## src/design/tga_pkg.sv

```systemverilog
package tga_pkg;

  typedef enum logic [2:0] {
    PH_HEADER,
    PH_PIXELS,
    PH_PKT_HDR,
    PH_PKT_DATA,
    PH_DONE
  } phase_t;

  // image kind as learned from the type byte
  localparam logic [1:0] KIND_COLOR    = 2'd0;
  localparam logic [1:0] KIND_ALPHA    = 2'd1;
  localparam logic [1:0] KIND_RLE      = 2'd2;
  localparam logic [1:0] KIND_MISMATCH = 2'd3;

  localparam logic [1:0] RES_HEADER = 2'd0;
  localparam logic [1:0] RES_PIXEL  = 2'd1;
  localparam logic [1:0] RES_ERROR  = 2'd2;

  localparam logic [2:0] ERR_NONE      = 3'd0;
  localparam logic [2:0] ERR_TYPE      = 3'd1;
  localparam logic [2:0] ERR_SIZE      = 3'd2;
  localparam logic [2:0] ERR_TRUNCATED = 3'd3;
  localparam logic [2:0] ERR_OVERFLOW  = 3'd4;

  localparam logic [1:0] FMT_RGB24  = 2'd0;
  localparam logic [1:0] FMT_RGBA32 = 2'd1;
  localparam logic [1:0] FMT_ALPHA8 = 2'd2;

  localparam logic [7:0] TYPE_COLOR = 8'd2;
  localparam logic [7:0] TYPE_ALPHA = 8'd3;
  localparam logic [7:0] TYPE_RLE   = 8'd10;
  localparam int unsigned HEADER_LEN = 12;

  // classified input beat
  typedef struct packed {
    logic [7:0] data;
    logic       eof;
    logic       is_zero;
    logic [1:0] type_kind;
    logic [2:0] bpp;
    logic       is_run;
    logic [7:0] count;
  } beat_t;

  typedef struct packed {
    logic [1:0]  kind;
    logic [2:0]  err;
    logic [15:0] width;
    logic [15:0] height;
    logic [1:0]  fmt;
    logic [7:0]  red;
    logic [7:0]  green;
    logic [7:0]  blue;
    logic [7:0]  alpha;
    logic [7:0]  repeat_cnt;
    logic        last;
  } result_t;

  function automatic logic [1:0] fmt_code(input logic [1:0] ikind, input logic [2:0] bpp);
    logic [1:0] f;
    if (ikind == KIND_ALPHA) f = FMT_ALPHA8;
    else if (bpp == 3'd4) f = FMT_RGBA32;
    else f = FMT_RGB24;
    return f;
  endfunction

endpackage

```

## src/design/tga_image_stream_decoder.sv

```systemverilog
// channel  dir  tdata                          tuser        tlast
// s_axis   in   [7:0] data_byte                -            end_of_file
// m_axis   out  error_code .. repeat_res (80b) result_kind  last_pixel
//
// One byte beat per cycle in while the queue has room, at most one result per cycle out; a run leaves as one result.
// From input beat to result the path is a two-entry queue, then the decoder state machine
// and its output register.
// rst is synchronous and returns the decoder to header parsing with both channels empty.
// Input and output stall independently; the queue absorbs a stalled result slot.
module tga_image_stream_decoder
  import tga_pkg::*;
(
  input  logic        clk,
  input  logic        rst,
  input  logic        s_tvalid,
  output logic        s_tready,
  input  logic [7:0]  s_tdata,   // [7:0] data_byte
  input  logic        s_tlast,   // end_of_file
  output logic        m_tvalid,
  input  logic        m_tready,
  // [2:0] error_code, [18:3] image_width, [34:19] image_height, [36:35] pixel_format,
  // [44:37] red, [52:45] green, [60:53] blue, [68:61] alpha, [76:69] repeat_res
  output logic [79:0] m_tdata,
  output logic [1:0]  m_tuser,   // [1:0] result_kind
  output logic        m_tlast    // last_pixel
);

  beat_t   fbeat;
  beat_t   qbeat;
  logic    q_full;
  logic    q_valid;
  logic    take;
  result_t res;

  tga_front u_front (
    .data_byte   (s_tdata),
    .end_of_file (s_tlast),
    .beat        (fbeat)
  );

  assign s_tready = !q_full;

  tga_fifo u_fifo (
    .clk       (clk),
    .rst       (rst),
    .push      (s_tvalid && s_tready),
    .push_data (fbeat),
    .full      (q_full),
    .pop       (take),
    .not_empty (q_valid),
    .pop_data  (qbeat)
  );

  tga_back u_back (
    .clk       (clk),
    .rst       (rst),
    .in_valid  (q_valid),
    .in_beat   (qbeat),
    .in_take   (take),
    .out_valid (m_tvalid),
    .out_res   (res),
    .out_ready (m_tready)
  );

  assign m_tdata = {3'd0, res.repeat_cnt, res.alpha, res.blue, res.green, res.red,
                    res.fmt, res.height, res.width, res.err};
  assign m_tuser = res.kind;
  assign m_tlast = res.last;

endmodule

```

## src/design/tga_front.sv

```systemverilog
module tga_front
  import tga_pkg::*;
(
  input  logic [7:0] data_byte,
  input  logic       end_of_file,
  output beat_t      beat
);

  always_comb begin
    beat.data    = data_byte;
    beat.eof     = end_of_file;
    beat.is_zero = (data_byte == 8'd0);
    case (data_byte)
      TYPE_COLOR: beat.type_kind = KIND_COLOR;
      TYPE_ALPHA: beat.type_kind = KIND_ALPHA;
      TYPE_RLE:   beat.type_kind = KIND_RLE;
      default:    beat.type_kind = KIND_MISMATCH;
    endcase
    case (data_byte)
      8'd8:    beat.bpp = 3'd1;
      8'd24:   beat.bpp = 3'd3;
      8'd32:   beat.bpp = 3'd4;
      default: beat.bpp = 3'd0;
    endcase
    // packet header: top bit marks a run, low bits hold count minus one
    beat.is_run = data_byte[7];
    beat.count  = {1'b0, data_byte[6:0]} + 8'd1;
  end

endmodule

```

## src/design/tga_fifo.sv

```systemverilog
module tga_fifo
  import tga_pkg::*;
(
  input  logic  clk,
  input  logic  rst,
  input  logic  push,
  input  beat_t push_data,
  output logic  full,
  input  logic  pop,
  output logic  not_empty,
  output beat_t pop_data
);

  beat_t      mem [2];
  logic       wptr;
  logic       rptr;
  logic [1:0] count;

  assign full      = (count == 2'd2);
  assign not_empty = (count != 2'd0);
  assign pop_data  = mem[rptr];

  always_ff @(posedge clk) begin
    if (push) mem[wptr] <= push_data;
  end

  always_ff @(posedge clk) begin
    if (rst) begin
      wptr  <= 1'b0;
      rptr  <= 1'b0;
      count <= 2'd0;
    end else begin
      if (push) wptr <= ~wptr;
      if (pop) rptr <= ~rptr;
      count <= count + {1'b0, push} - {1'b0, pop};
    end
  end

endmodule

```

## src/design/tga_back.sv

```systemverilog
module tga_back
  import tga_pkg::*;
(
  input  logic    clk,
  input  logic    rst,
  input  logic    in_valid,
  input  beat_t   in_beat,
  output logic    in_take,
  output logic    out_valid,
  output result_t out_res,
  input  logic    out_ready
);

  phase_t      phase, phase_next;
  logic [4:0]  header_index, header_index_next;
  logic [1:0]  image_kind, image_kind_next;
  logic [15:0] width_reg, width_reg_next;
  logic [15:0] height_reg, height_reg_next;
  logic [2:0]  pixel_bytes, pixel_bytes_next;
  logic [31:0] pixel_total, pixel_total_next;
  logic [31:0] pixels_done, pixels_done_next;
  logic [7:0]  packet_left, packet_left_next;
  logic        packet_is_run, packet_is_run_next;
  logic [1:0]  byte_in_pixel, byte_in_pixel_next;
  logic [7:0]  color_bytes [4];
  logic [7:0]  cb [4];
  logic        cb_we;
  logic        res_valid;
  result_t     res;
  logic        slot_free;
  logic [1:0]  bip_inc;
  logic [7:0]  cnt;
  logic [32:0] done_sum;
  logic        ok;

  assign slot_free = !out_valid || out_ready;
  assign in_take   = in_valid && slot_free;

  always_comb begin
    phase_next         = phase;
    header_index_next  = header_index;
    image_kind_next    = image_kind;
    width_reg_next     = width_reg;
    height_reg_next    = height_reg;
    pixel_bytes_next   = pixel_bytes;
    pixel_total_next   = pixel_total;
    pixels_done_next   = pixels_done;
    packet_left_next   = packet_left;
    packet_is_run_next = packet_is_run;
    byte_in_pixel_next = byte_in_pixel;
    cb_we              = 1'b0;
    res_valid          = 1'b0;
    res                = '0;
    res.repeat_cnt     = 8'd1;
    ok                 = 1'b0;
    cnt                = 8'd1;
    done_sum           = '0;
    for (int k = 0; k < 4; k++) cb[k] = color_bytes[k];
    cb[byte_in_pixel] = in_beat.data;
    bip_inc = byte_in_pixel + 2'd1;

    if (in_take) begin
      if (in_beat.eof) begin
        if (phase != PH_DONE) begin
          res_valid = 1'b1;
          res.kind  = RES_ERROR;
          res.err   = ERR_TRUNCATED;
        end
        phase_next         = PH_HEADER;
        header_index_next  = 5'd0;
        image_kind_next    = KIND_COLOR;
        byte_in_pixel_next = 2'd0;
        packet_left_next   = 8'd0;
      end else begin
        case (phase)
          PH_HEADER: begin
            header_index_next = header_index + 5'd1;
            if (header_index < 5'(HEADER_LEN)) begin
              if (header_index == 5'd2) begin
                if (image_kind != KIND_MISMATCH) image_kind_next = in_beat.type_kind;
              end else if (!in_beat.is_zero) begin
                image_kind_next = KIND_MISMATCH;
              end
              if (header_index == 5'(HEADER_LEN - 1) && image_kind_next == KIND_MISMATCH) begin
                res_valid  = 1'b1;
                res.kind   = RES_ERROR;
                res.err    = ERR_TYPE;
                phase_next = PH_DONE;
              end
            end else if (header_index == 5'd12) begin
              width_reg_next = {8'd0, in_beat.data};
            end else if (header_index == 5'd13) begin
              width_reg_next = {in_beat.data, width_reg[7:0]};
            end else if (header_index == 5'd14) begin
              height_reg_next = {8'd0, in_beat.data};
            end else if (header_index == 5'd15) begin
              height_reg_next = {in_beat.data, height_reg[7:0]};
            end else if (header_index == 5'd16) begin
              pixel_bytes_next = in_beat.bpp;
            end else begin
              ok = (width_reg != 16'd0) && (height_reg != 16'd0);
              if (image_kind == KIND_ALPHA) ok = ok && (pixel_bytes == 3'd1);
              else ok = ok && (pixel_bytes == 3'd3 || pixel_bytes == 3'd4);
              res_valid = 1'b1;
              if (!ok) begin
                res.kind   = RES_ERROR;
                res.err    = ERR_SIZE;
                phase_next = PH_DONE;
              end else begin
                pixel_total_next   = width_reg * height_reg;
                pixels_done_next   = 32'd0;
                byte_in_pixel_next = 2'd0;
                packet_left_next   = 8'd0;
                packet_is_run_next = 1'b0;
                phase_next = (image_kind == KIND_RLE) ? PH_PKT_HDR : PH_PIXELS;
                res.kind   = RES_HEADER;
                res.width  = width_reg;
                res.height = height_reg;
                res.fmt    = fmt_code(image_kind, pixel_bytes);
              end
            end
          end
          PH_PIXELS, PH_PKT_DATA: begin
            cb_we              = 1'b1;
            byte_in_pixel_next = bip_inc;
            if (!({1'b0, bip_inc} < pixel_bytes && bip_inc != 2'd0)) begin
              byte_in_pixel_next = 2'd0;
              if (phase == PH_PKT_DATA) begin
                if (packet_is_run) begin
                  cnt              = packet_left;
                  phase_next       = PH_PKT_HDR;
                  packet_left_next = 8'd0;
                end else begin
                  packet_left_next = packet_left - 8'd1;
                  if (packet_left == 8'd1) phase_next = PH_PKT_HDR;
                end
              end
              res_valid      = 1'b1;
              res.kind       = RES_PIXEL;
              res.width      = width_reg;
              res.height     = height_reg;
              res.fmt        = fmt_code(image_kind, pixel_bytes);
              res.repeat_cnt = cnt;
              if (image_kind == KIND_ALPHA) begin
                res.alpha = cb[0];
              end else begin
                res.red   = cb[2];
                res.green = cb[1];
                res.blue  = cb[0];
                res.alpha = (pixel_bytes == 3'd4) ? cb[3] : 8'd0;
              end
              done_sum         = {1'b0, pixels_done} + {25'd0, cnt};
              pixels_done_next = done_sum[31:0];
              if (done_sum[31:0] >= pixel_total) begin
                res.last   = 1'b1;
                phase_next = PH_DONE;
              end
            end
          end
          PH_PKT_HDR: begin
            done_sum = {1'b0, pixels_done} + {25'd0, in_beat.count};
            if (done_sum > {1'b0, pixel_total}) begin
              res_valid  = 1'b1;
              res.kind   = RES_ERROR;
              res.err    = ERR_OVERFLOW;
              phase_next = PH_DONE;
            end else begin
              packet_left_next   = in_beat.count;
              packet_is_run_next = in_beat.is_run;
              byte_in_pixel_next = 2'd0;
              phase_next         = PH_PKT_DATA;
            end
          end
          default: begin
          end
        endcase
      end
    end
  end

  always_ff @(posedge clk) begin
    if (cb_we) color_bytes[byte_in_pixel] <= in_beat.data;
  end

  always_ff @(posedge clk) begin
    if (rst) begin
      phase         <= PH_HEADER;
      header_index  <= 5'd0;
      image_kind    <= KIND_COLOR;
      width_reg     <= 16'd0;
      height_reg    <= 16'd0;
      pixel_bytes   <= 3'd0;
      pixel_total   <= 32'd0;
      pixels_done   <= 32'd0;
      packet_left   <= 8'd0;
      packet_is_run <= 1'b0;
      byte_in_pixel <= 2'd0;
      out_valid     <= 1'b0;
    end else begin
      phase         <= phase_next;
      header_index  <= header_index_next;
      image_kind    <= image_kind_next;
      width_reg     <= width_reg_next;
      height_reg    <= height_reg_next;
      pixel_bytes   <= pixel_bytes_next;
      pixel_total   <= pixel_total_next;
      pixels_done   <= pixels_done_next;
      packet_left   <= packet_left_next;
      packet_is_run <= packet_is_run_next;
      byte_in_pixel <= byte_in_pixel_next;
      if (slot_free) out_valid <= in_take && res_valid;
    end
  end

  always_ff @(posedge clk) begin
    if (slot_free) out_res <= res;
  end

  a_last_is_pixel: assert property (@(posedge clk) disable iff (rst)
    out_valid && out_res.last |-> out_res.kind == RES_PIXEL)
    else $error("last flag on a non-pixel result");

  a_done_bound: assert property (@(posedge clk) disable iff (rst)
    (phase == PH_PIXELS || phase == PH_PKT_HDR || phase == PH_PKT_DATA)
      |-> pixels_done < pixel_total)
    else $error("pixel count passed total while image open");

  a_hold_stalled: assert property (@(posedge clk) disable iff (rst)
    out_valid && !out_ready |=> out_valid && $stable(out_res))
    else $error("result changed while stalled");

  a_error_repeat: assert property (@(posedge clk) disable iff (rst)
    out_valid && out_res.kind == RES_ERROR |-> out_res.repeat_cnt == 8'd1 && !out_res.last)
    else $error("malformed error result");

endmodule

```

## config.mk

```make
export PLATFORM = sky130hd
export DESIGN_NAME = tga_image_stream_decoder
export DESIGN_NICKNAME = d
export VERILOG_FILES = /design/src/design/tga_pkg.sv /design/src/design/tga_image_stream_decoder.sv /design/src/design/tga_front.sv /design/src/design/tga_fifo.sv /design/src/design/tga_back.sv
export SDC_FILE = /design/constraint.sdc
export NUM_CORES = 1
export LEC_CHECK = 0
export BUFFER_PORTS_ARGS = -buffer_cell sky130_fd_sc_hd__buf_2
export CAP_MARGIN = 10
export CORE_MARGIN = 3
export CORE_UTILIZATION = 45
export CTS_BUF_LIST = sky130_fd_sc_hd__clkbuf_8
export CTS_CLUSTER_SIZE = 28
export DETAILED_ROUTE_END_ITERATION = 12
export PLACE_DENSITY_LB_ADDON = 0.15
export SETUP_SLACK_MARGIN = 0.3
export SYNTH_ARGS = -nofsm -noshare
export SYNTH_HDL_FRONTEND = slang
export SYNTH_SLANG_ARGS = --single-unit
```

## constraint.sdc

```tcl
create_clock -name clk -period 13.54 [get_ports clk]
set_clock_uncertainty 0.1 [all_clocks]
set_input_delay 2.031 -clock clk [delete_from_list [all_inputs] [get_ports clk]]
set_output_delay 2.031 -clock clk [all_outputs]
set_load 0.05 [all_outputs]
```

==> flow_metrics.env, run 1 <==
export IMPL_die_h_um=235
export IMPL_finalHoldViolCount=0
export IMPL_row_count=83
export IMPL_dieArea_um2=55200
export IMPL_required_ns=13.99
export IMPL_worst_pin_slew_ns=1.09
export IMPL_cts_setup_buffers=0
export IMPL_drt_wl_total_mm=63.2
export IMPL_final_nets=2974
export IMPL_h_tree_depth=2
export IMPL_cts_root_buf="clkbuf_8"
export IMPL_firstDrtPassIters=6
export IMPL_port_buffers=94
export IMPL_crit_path_start="u_back.width_reg[8]$_SDFFE_PP0P_"
export IMPL_maxCapViolCount=0
export IMPL_finalCritPeriodShare=0.518
export IMPL_coreArea_um2=51600
export IMPL_fp_dieW_um=235
export IMPL_areaGrowthSynthToFinish_pct=8.38
export IMPL_yosys_area_share_adder=0.273
export IMPL_vias_per_cell=5.48
export IMPL_clk_pin_slew_ns=0.06
export IMPL_synth_top_cell_by_area="edfxtp_1"
export IMPL_layout_drive_gt1_share=0.0863
export IMPL_cp_start_kind="flop"
export IMPL_drtIter0Drc=1264
export IMPL_netlist_area_leader_share=0.201
export IMPL_synthFlopType="edfxtp_1"
export IMPL_rsz0062_at_grt="no"
export IMPL_total_power_w=0.00265
export IMPL_arrival_ns=7.46
export IMPL_top_register="u_back.out_res"
export IMPL_final_cells=3287
export IMPL_track_usage=0.231
export IMPL_postSynthAreaPerCell_um2=9.27
export IMPL_syn_cell_area_um2=23600
export IMPL_vias=18000
export IMPL_cp_num_buf_inv=3
export IMPL_dp_hpwl_mm=47.2
export IMPL_io_pins=98
export IMPL_synth_compound_area_share=0.110
export IMPL_crit_chain="nand2_1, fa_1, fa_1, fa_1, fa_1, inv_1, fa_1, inv_1, fa_1, inv_1, ha_1, nand3_1, nor3b_1, a21oi_1, o22ai_1, a21oi_1, o21ai_0, a31oi_1, xor2_1, o31ai_1"
export IMPL_ys_async_sr_fraction=0
export IMPL_synth_top_cells_by_count="inv_1 (317), nand2_1 (270), ha_1 (201), fa_1 (196), nor2_1 (196)"
export IMPL_yosys_area_share_simple=0.177
export IMPL_synth_seq_cells=284
export IMPL_gp_congestion=0.893
export IMPL_fmax_mhz=143
export IMPL_netlist_instances=2542
export IMPL_ys_types=85
export IMPL_outcome="completed"
export IMPL_critPathKind="reg2reg"
export IMPL_cts_buffers=51
export IMPL_holdCritPathClass="reg2reg"
export IMPL_antenna_found_initial=0
export IMPL_tritoncts="built"
export IMPL_setup_worst_path_end_class="flop"
export IMPL_worst_path_max_fanout=19
export IMPL_maxSlewViolCount=0
export IMPL_grt_max_degree=78
export IMPL_cts_num_sinks=284
export IMPL_yosysWarnings=0
export IMPL_fin_hold_ws_ns=0.360
export IMPL_start_util=0.457
export IMPL_cts_buffer_depth=3
export IMPL_hold_buffers=0
export IMPL_synth_edff_count=158
export IMPL_setup_violations=0
export IMPL_slowest_stage="dfxtp_1"
export IMPL_num_antenna_cells=0
export IMPL_ant_nets=0
export IMPL_reg2reg_from="u_back.width_reg[8]$_SDFFE_PP0P_"
export IMPL_slew_headroom=0.271
export IMPL_drc_errors=0
export IMPL_insertion_delay_ns=0.66
export IMPL_ctsResizeCount=0
export IMPL_fin_setup_tns_ns=0
export IMPL_placed_area_um2=24500
export IMPL_cp_slowest_stage_delay_ns=0.93
export IMPL_synth_xor_area_frac=0.0353
export IMPL_cpMostUsedCell="fa_1"
export IMPL_overflow=0
export IMPL_dp_cells=3191
export IMPL_muxShareOfSynthArea=0.0188
export IMPL_post_route_cell_area_um2=25500
export IMPL_routedWlPerCell_um=19.2
export IMPL_path_delay_family="adder cells"
export IMPL_p_leak_nw=11.6
export IMPL_yosysMostFrequentCell="inv_1"
export IMPL_synth_top_family_by_area="adder cells"
export IMPL_grt_pass1_wl_mm=103
export IMPL_grt_pass1_vias=18400
export IMPL_fillers=4842
export IMPL_irDropWorstVdd_v=0.0000922
export IMPL_synth_area_leaders="edfxtp_1 (20%), fa_1 (17%), dfxtp_1 (11%)"
export IMPL_min_period_ns=7.01
export IMPL_synth_seq_area_share=0.308
export IMPL_reg_largest_list="u_back.out_res (80), u_fifo.mem (46)"
export IMPL_largest_reg_flops=80
export IMPL_hp_start="u_back.pixel_total[17]$_SDFFE_PP0P_"
export IMPL_p_per_area_nw_per_um2=104
==> worst register-to-register path: stages (launching register included) <==
cell     delay, ns
dfxtp_1       0.93
nand2_1       0.19
fa_1          0.58
fa_1          0.43
fa_1          0.49
fa_1          0.49
inv_1         0.05
fa_1          0.54
inv_1         0.07
fa_1          0.57
inv_1         0.05
ha_1          0.37
nand3_1       0.14
nor3b_1       0.23
a21oi_1       0.15
o22ai_1       0.41
a21oi_1       0.20
o21ai_0       0.40
a31oi_1       0.18
xor2_1        0.17
o31ai_1       0.20
==> cell families (layout without fill, tap and decap cells) <==
kind of cell / Yosys count / after routing
AOI/OAI and AO/OA: 397 / 397
xor gates and xnor gates: 95 / 95
adders and majority gates: 397 / 397
buffers and inverters: 466 / 529
DFF: 284 / 284
muxes: 42 / 42
other: 1 / 3
and+or+nand+nor: 860 / 860
==> where the power goes <==
| group | total, W | internal [W] | switching [W] | leakage (nW) |
|---|---|---|---|---|
| Combinational | 0.000733 | 0.000197 | 0.000537 | 8.28 |
| Clock | 0.000855 | 0.000466 | 0.000388 | 0.604 |
| Sequential | 0.00106 | 0.00102 | 0.0000443 | 2.68 |
| Total | 0.00265 | 0.00168 | 0.000969 | 11.6 |
==> worst paths after layout <==
path,end,slack (ns),cells after the start
worst min register to register,u_back.pixel_total[17]$_SDFFE_PP0P_,0.36,2
worst max-delay path,u_back.pixel_total[29]$_SDFFE_PP0P_,6.53,20
worst min-delay path,u_back.pixel_total[17]$_SDFFE_PP0P_,0.36,2
worst max register to register,u_back.pixel_total[29]$_SDFFE_PP0P_,6.53,20
==> cell type report <==
class / instances / area, µm² / area share
clock inverters: 39 / 285 / 0.0112
inverters: 318 / 1190 / 0.0467
flip-flops and latches: 284 / 7270 / 0.285
well taps: 680 / 851 / 0.0333
clock buffers: 57 / 785 / 0.0307
repair buffers: 115 / 631 / 0.0247
multi-input cells: 1794 / 14500 / 0.569
==> placed cells by master (no fill, tap or decap), types with 9 or more instances in the layout <==
master    synthesis  routed
nand3_1          38      38
xor2_1           41      41
o21ai_0          71      71
a21o_1           45      45
clkinv_1          1       9
nand2b_1         18      17
o31ai_1          17      17
inv_1           317     333
clkbuf_8          0      57
nor4_1           17      17
edfxtp_1        158     158
a31oi_1          13      13
xnor2_1          54      54
dfxtp_1         126     126
mux2_2            9       9
nand4_1          26      26
or3_1            13      13
nor2b_1          19      19
a211oi_1         40      40
buf_4             4      22
fa_1            196     196
ha_1            201     201
nor3_1           43      43
buf_2            16      93
and3_1           32      32
a21oi_1         123     123
nand2_1         270     270
and2_1          166     166
nor2_1          196     195
mux2i_1          32      29
==> per-stage QoR <==
stage | worst slack, ns | utilization
6_report | 6.53 | 0.495
5_1_grt | 6.16 | 0.495
4_1_cts | 6.64 | 0.495
3_5_place_dp | 6.66 | 0.474
3_3_place_gp | 6.74 | 0.474
2_1_floorplan | 7.10 | -
==> metal layers <==
metal  track usage  up-vias  routed length (µm)
li1              -     8489                   -
met1         0.337     8864               29200
met2         0.362      571               28700
met3        0.0304       99                3880
met4        0.0634        0                1500
met5             0        -                   0
(Power assumes the default switching activity.)
==> run 2: changes to the inputs <==
Clock period 13.54 ns to 6.86 ns, I/O delays scaled along.
==> run 2 against run 1 <==
  * Final cell count rose by 1.2%
  * Critical path depth rose by 2
  * Final area rose by 1.7%
  * Clock power rose by 99%
  * Largest power group unchanged
  * First-iteration DRC count fell by 7.8%
  * Total power rose by 99%
  * Count of clock-buffer cells in the layout did not move
  * Worst hold slack got worse by 0.0040 ns
  * Routed wire length rose by 1.8%
  * Non-clock buffer count rose by 44
  * Die area did not move
==> flow_metrics.env, run 2 (synthesized netlist as in run 1, its figures left out) <==
export IMPL_utilization=0.503
export IMPL_cpMostUsedCell="fa_1"
export IMPL_cp_slowest_stage_delay_ns=0.58
export IMPL_insertion_delay_ns=0.64
export IMPL_h_tree_depth=2
export IMPL_required_ns=7.29
export IMPL_areaGrowthSynthToFinish_pct=10.3
export IMPL_antenna_found_initial=1
export IMPL_finalCritPeriodShare=0.919
export IMPL_maxCapViolCount=0
export IMPL_fin_hold_ws_ns=0.356
export IMPL_final_common_cell="inv_1"
export IMPL_cts_num_sinks=284
export IMPL_arrival_ns=6.74
export IMPL_power_internal_w=0.00337
export IMPL_crit_path_start="u_back.width_reg[7]$_SDFFE_PP0P_"
export IMPL_placed_area_um2=24800
export IMPL_dp_cells=3233
export IMPL_slowest_stage="fa_1"
export IMPL_layout_drive_gt1_share=0.114
export IMPL_hold_buffers=0
export IMPL_final_nets=3016
export IMPL_finalHoldViolCount=0
export IMPL_power_switching_w=0.00192
export IMPL_cts_buffer_depth=3
export IMPL_fmax_mhz=159
export IMPL_critPathKind="reg2reg"
export IMPL_fin_setup_tns_ns=0
export IMPL_num_antenna_cells=0
export IMPL_start_util=0.457
export IMPL_hp_start="u_back.pixel_total[21]$_SDFFE_PP0P_"
export IMPL_track_usage=0.235
export IMPL_io_pins=98
export IMPL_clk_pin_slew_ns=0.06
export IMPL_dieArea_um2=55200
export IMPL_dp_hpwl_mm=48.8
export IMPL_p_leak_nw=11.8
export IMPL_row_count=83
export IMPL_largest_reg_flops=80
export IMPL_top_register="u_back.out_res"
export IMPL_outcome="completed"
export IMPL_drt_wl_total_mm=64.4
export IMPL_gp_congestion=0.889
export IMPL_fillers=4952
export IMPL_vias_per_cell=5.44
export IMPL_coreArea_um2=51600
export IMPL_grt_pass1_vias=18700
export IMPL_drtIter0Drc=1165
export IMPL_cts_root_buf="clkbuf_8"
export IMPL_post_route_cell_area_um2=26000
export IMPL_cp_start_kind="flop"
export IMPL_final_cells=3325
export IMPL_p_per_area_nw_per_um2=203
export IMPL_reg2reg_from="u_back.width_reg[7]$_SDFFE_PP0P_"
export IMPL_combPwrFrac=0.279
export IMPL_slew_headroom=0.209
export IMPL_ant_nets=0
export IMPL_vias=18100
export IMPL_worst_pin_slew_ns=1.16
export IMPL_die_h_um=235
export IMPL_drc_errors=0
export IMPL_min_period_ns=6.30
export IMPL_setup_worst_path_end_class="flop"
export IMPL_reg_largest_list="u_back.out_res (80), u_fifo.mem (46)"
export IMPL_holdCritPathClass="reg2reg"
export IMPL_switching_share=0.363
export IMPL_grt_max_degree=88
export IMPL_grt_pass1_wl_mm=105
export IMPL_fp_dieW_um=235
export IMPL_routedWlPerCell_um=19.4
export IMPL_port_buffers=94
export IMPL_cts_buffers=49
export IMPL_irDropWorstVdd_v=0.000184
export IMPL_seq_power_share=0.399
export IMPL_setup_violations=0
export IMPL_firstDrtPassIters=5
export IMPL_tritoncts="built"
export IMPL_worst_path_max_fanout=11
export IMPL_maxSlewViolCount=0
export IMPL_overflow=0
export IMPL_mostFrequentLayoutCells="inv_1 (331), nand2_1 (270), ha_1 (199)"
export IMPL_rsz0062_at_grt="yes"
export IMPL_clockPowerShare=0.322
export IMPL_crit_chain="buf_4, and2_1, fa_1, inv_1, fa_1, fa_1, fa_1, inv_1, fa_1, inv_1, fa_1, inv_1, ha_1, a21o_1, a21oi_1, o21ai_1, nor3b_2, o21ai_1, a21o_1, a2111oi_2, a31oi_1, o311ai_1"
[run 2: metal layers]
layer | global-route usage | part of all wire | vias to the layer above | routed length, µm
li1 | - | - | 8552 | -
met4 | 0.0542 | 0.020 | 0 | 1280
met3 | 0.0319 | 0.057 | 84 | 3690
met2 | 0.378 | 0.46 | 542 | 29600
met1 | 0.338 | 0.46 | 8909 | 29800
met5 | 0 | 0 | - | 0
[run 2: path summary, 6_finish.rpt]
| check | cells after the start | endpoint | slack (ns) |
|---|---|---|---|
| worst min register to register | 2 | u_back.pixel_total[21]$_SDFFE_PP0P_ | 0.36 |
| worst max register to register | 22 | u_back.pixel_total[20]$_SDFFE_PP0P_ | 0.56 |
| worst min-delay path | 2 | u_back.pixel_total[21]$_SDFFE_PP0P_ | 0.36 |
| worst max-delay path | 22 | u_back.pixel_total[20]$_SDFFE_PP0P_ | 0.56 |
[run 2: layout make-up]
class                           count  area, µm²  area share
Timing Repair Buffer              159        965      0.0371
Tap cell                          680        851      0.0327
Inverter                          318       1190      0.0459
Sequential cell                   284       7290       0.281
Clock buffer                       57        785      0.0302
Clock inverter                     33        287      0.0110
Multi-Input combinational cell   1794      14600       0.562
[run 2: per-stage QoR]
| stage | setup slack [ns] | total power, W |
|---|---|---|
| 6_report | 0.557 | 0.00529 |
| 5_1_grt | 0.217 | 0.00554 |
| 4_1_cts | 0.312 | 0.00533 |
| 3_5_place_dp | 0.267 | 0.00361 |
| 3_3_place_gp | 0.371 | 0.00359 |
| 2_1_floorplan | 0.468 | 0.00318 |
[run 2: repair_timing]
item	4_1_cts	5_1_grt
setup buffers	0	2
endpoints found under the hold margin	0	0
pin swaps	0	6
resized for setup	1	40
setup endpoints to repair	2	14
[run 2: worst max-delay path, delay by kind of cell (launching register included)]
kind                     cells  cell delay [ns]
adder cells (fa/ha/maj)      7             3.43
AND/OR/NAND/NOR              2             0.41
flip-flops                   1             0.39
AO/OA/AOI/OAI                8             1.47
buffers and inverters        5             0.42
[run 2: power groups by stage]
stage	registers (W)	clock network (W)	logic, W
6_report	0.00211	0.00170	0.00147
5_1_grt	0.00213	0.00183	0.00159
4_1_cts	0.00211	0.00174	0.00148
3_5_place_dp	0.00214	0	0.00147
3_3_place_gp	0.00214	0	0.00145
2_1_floorplan	0.00247	0	0.000712
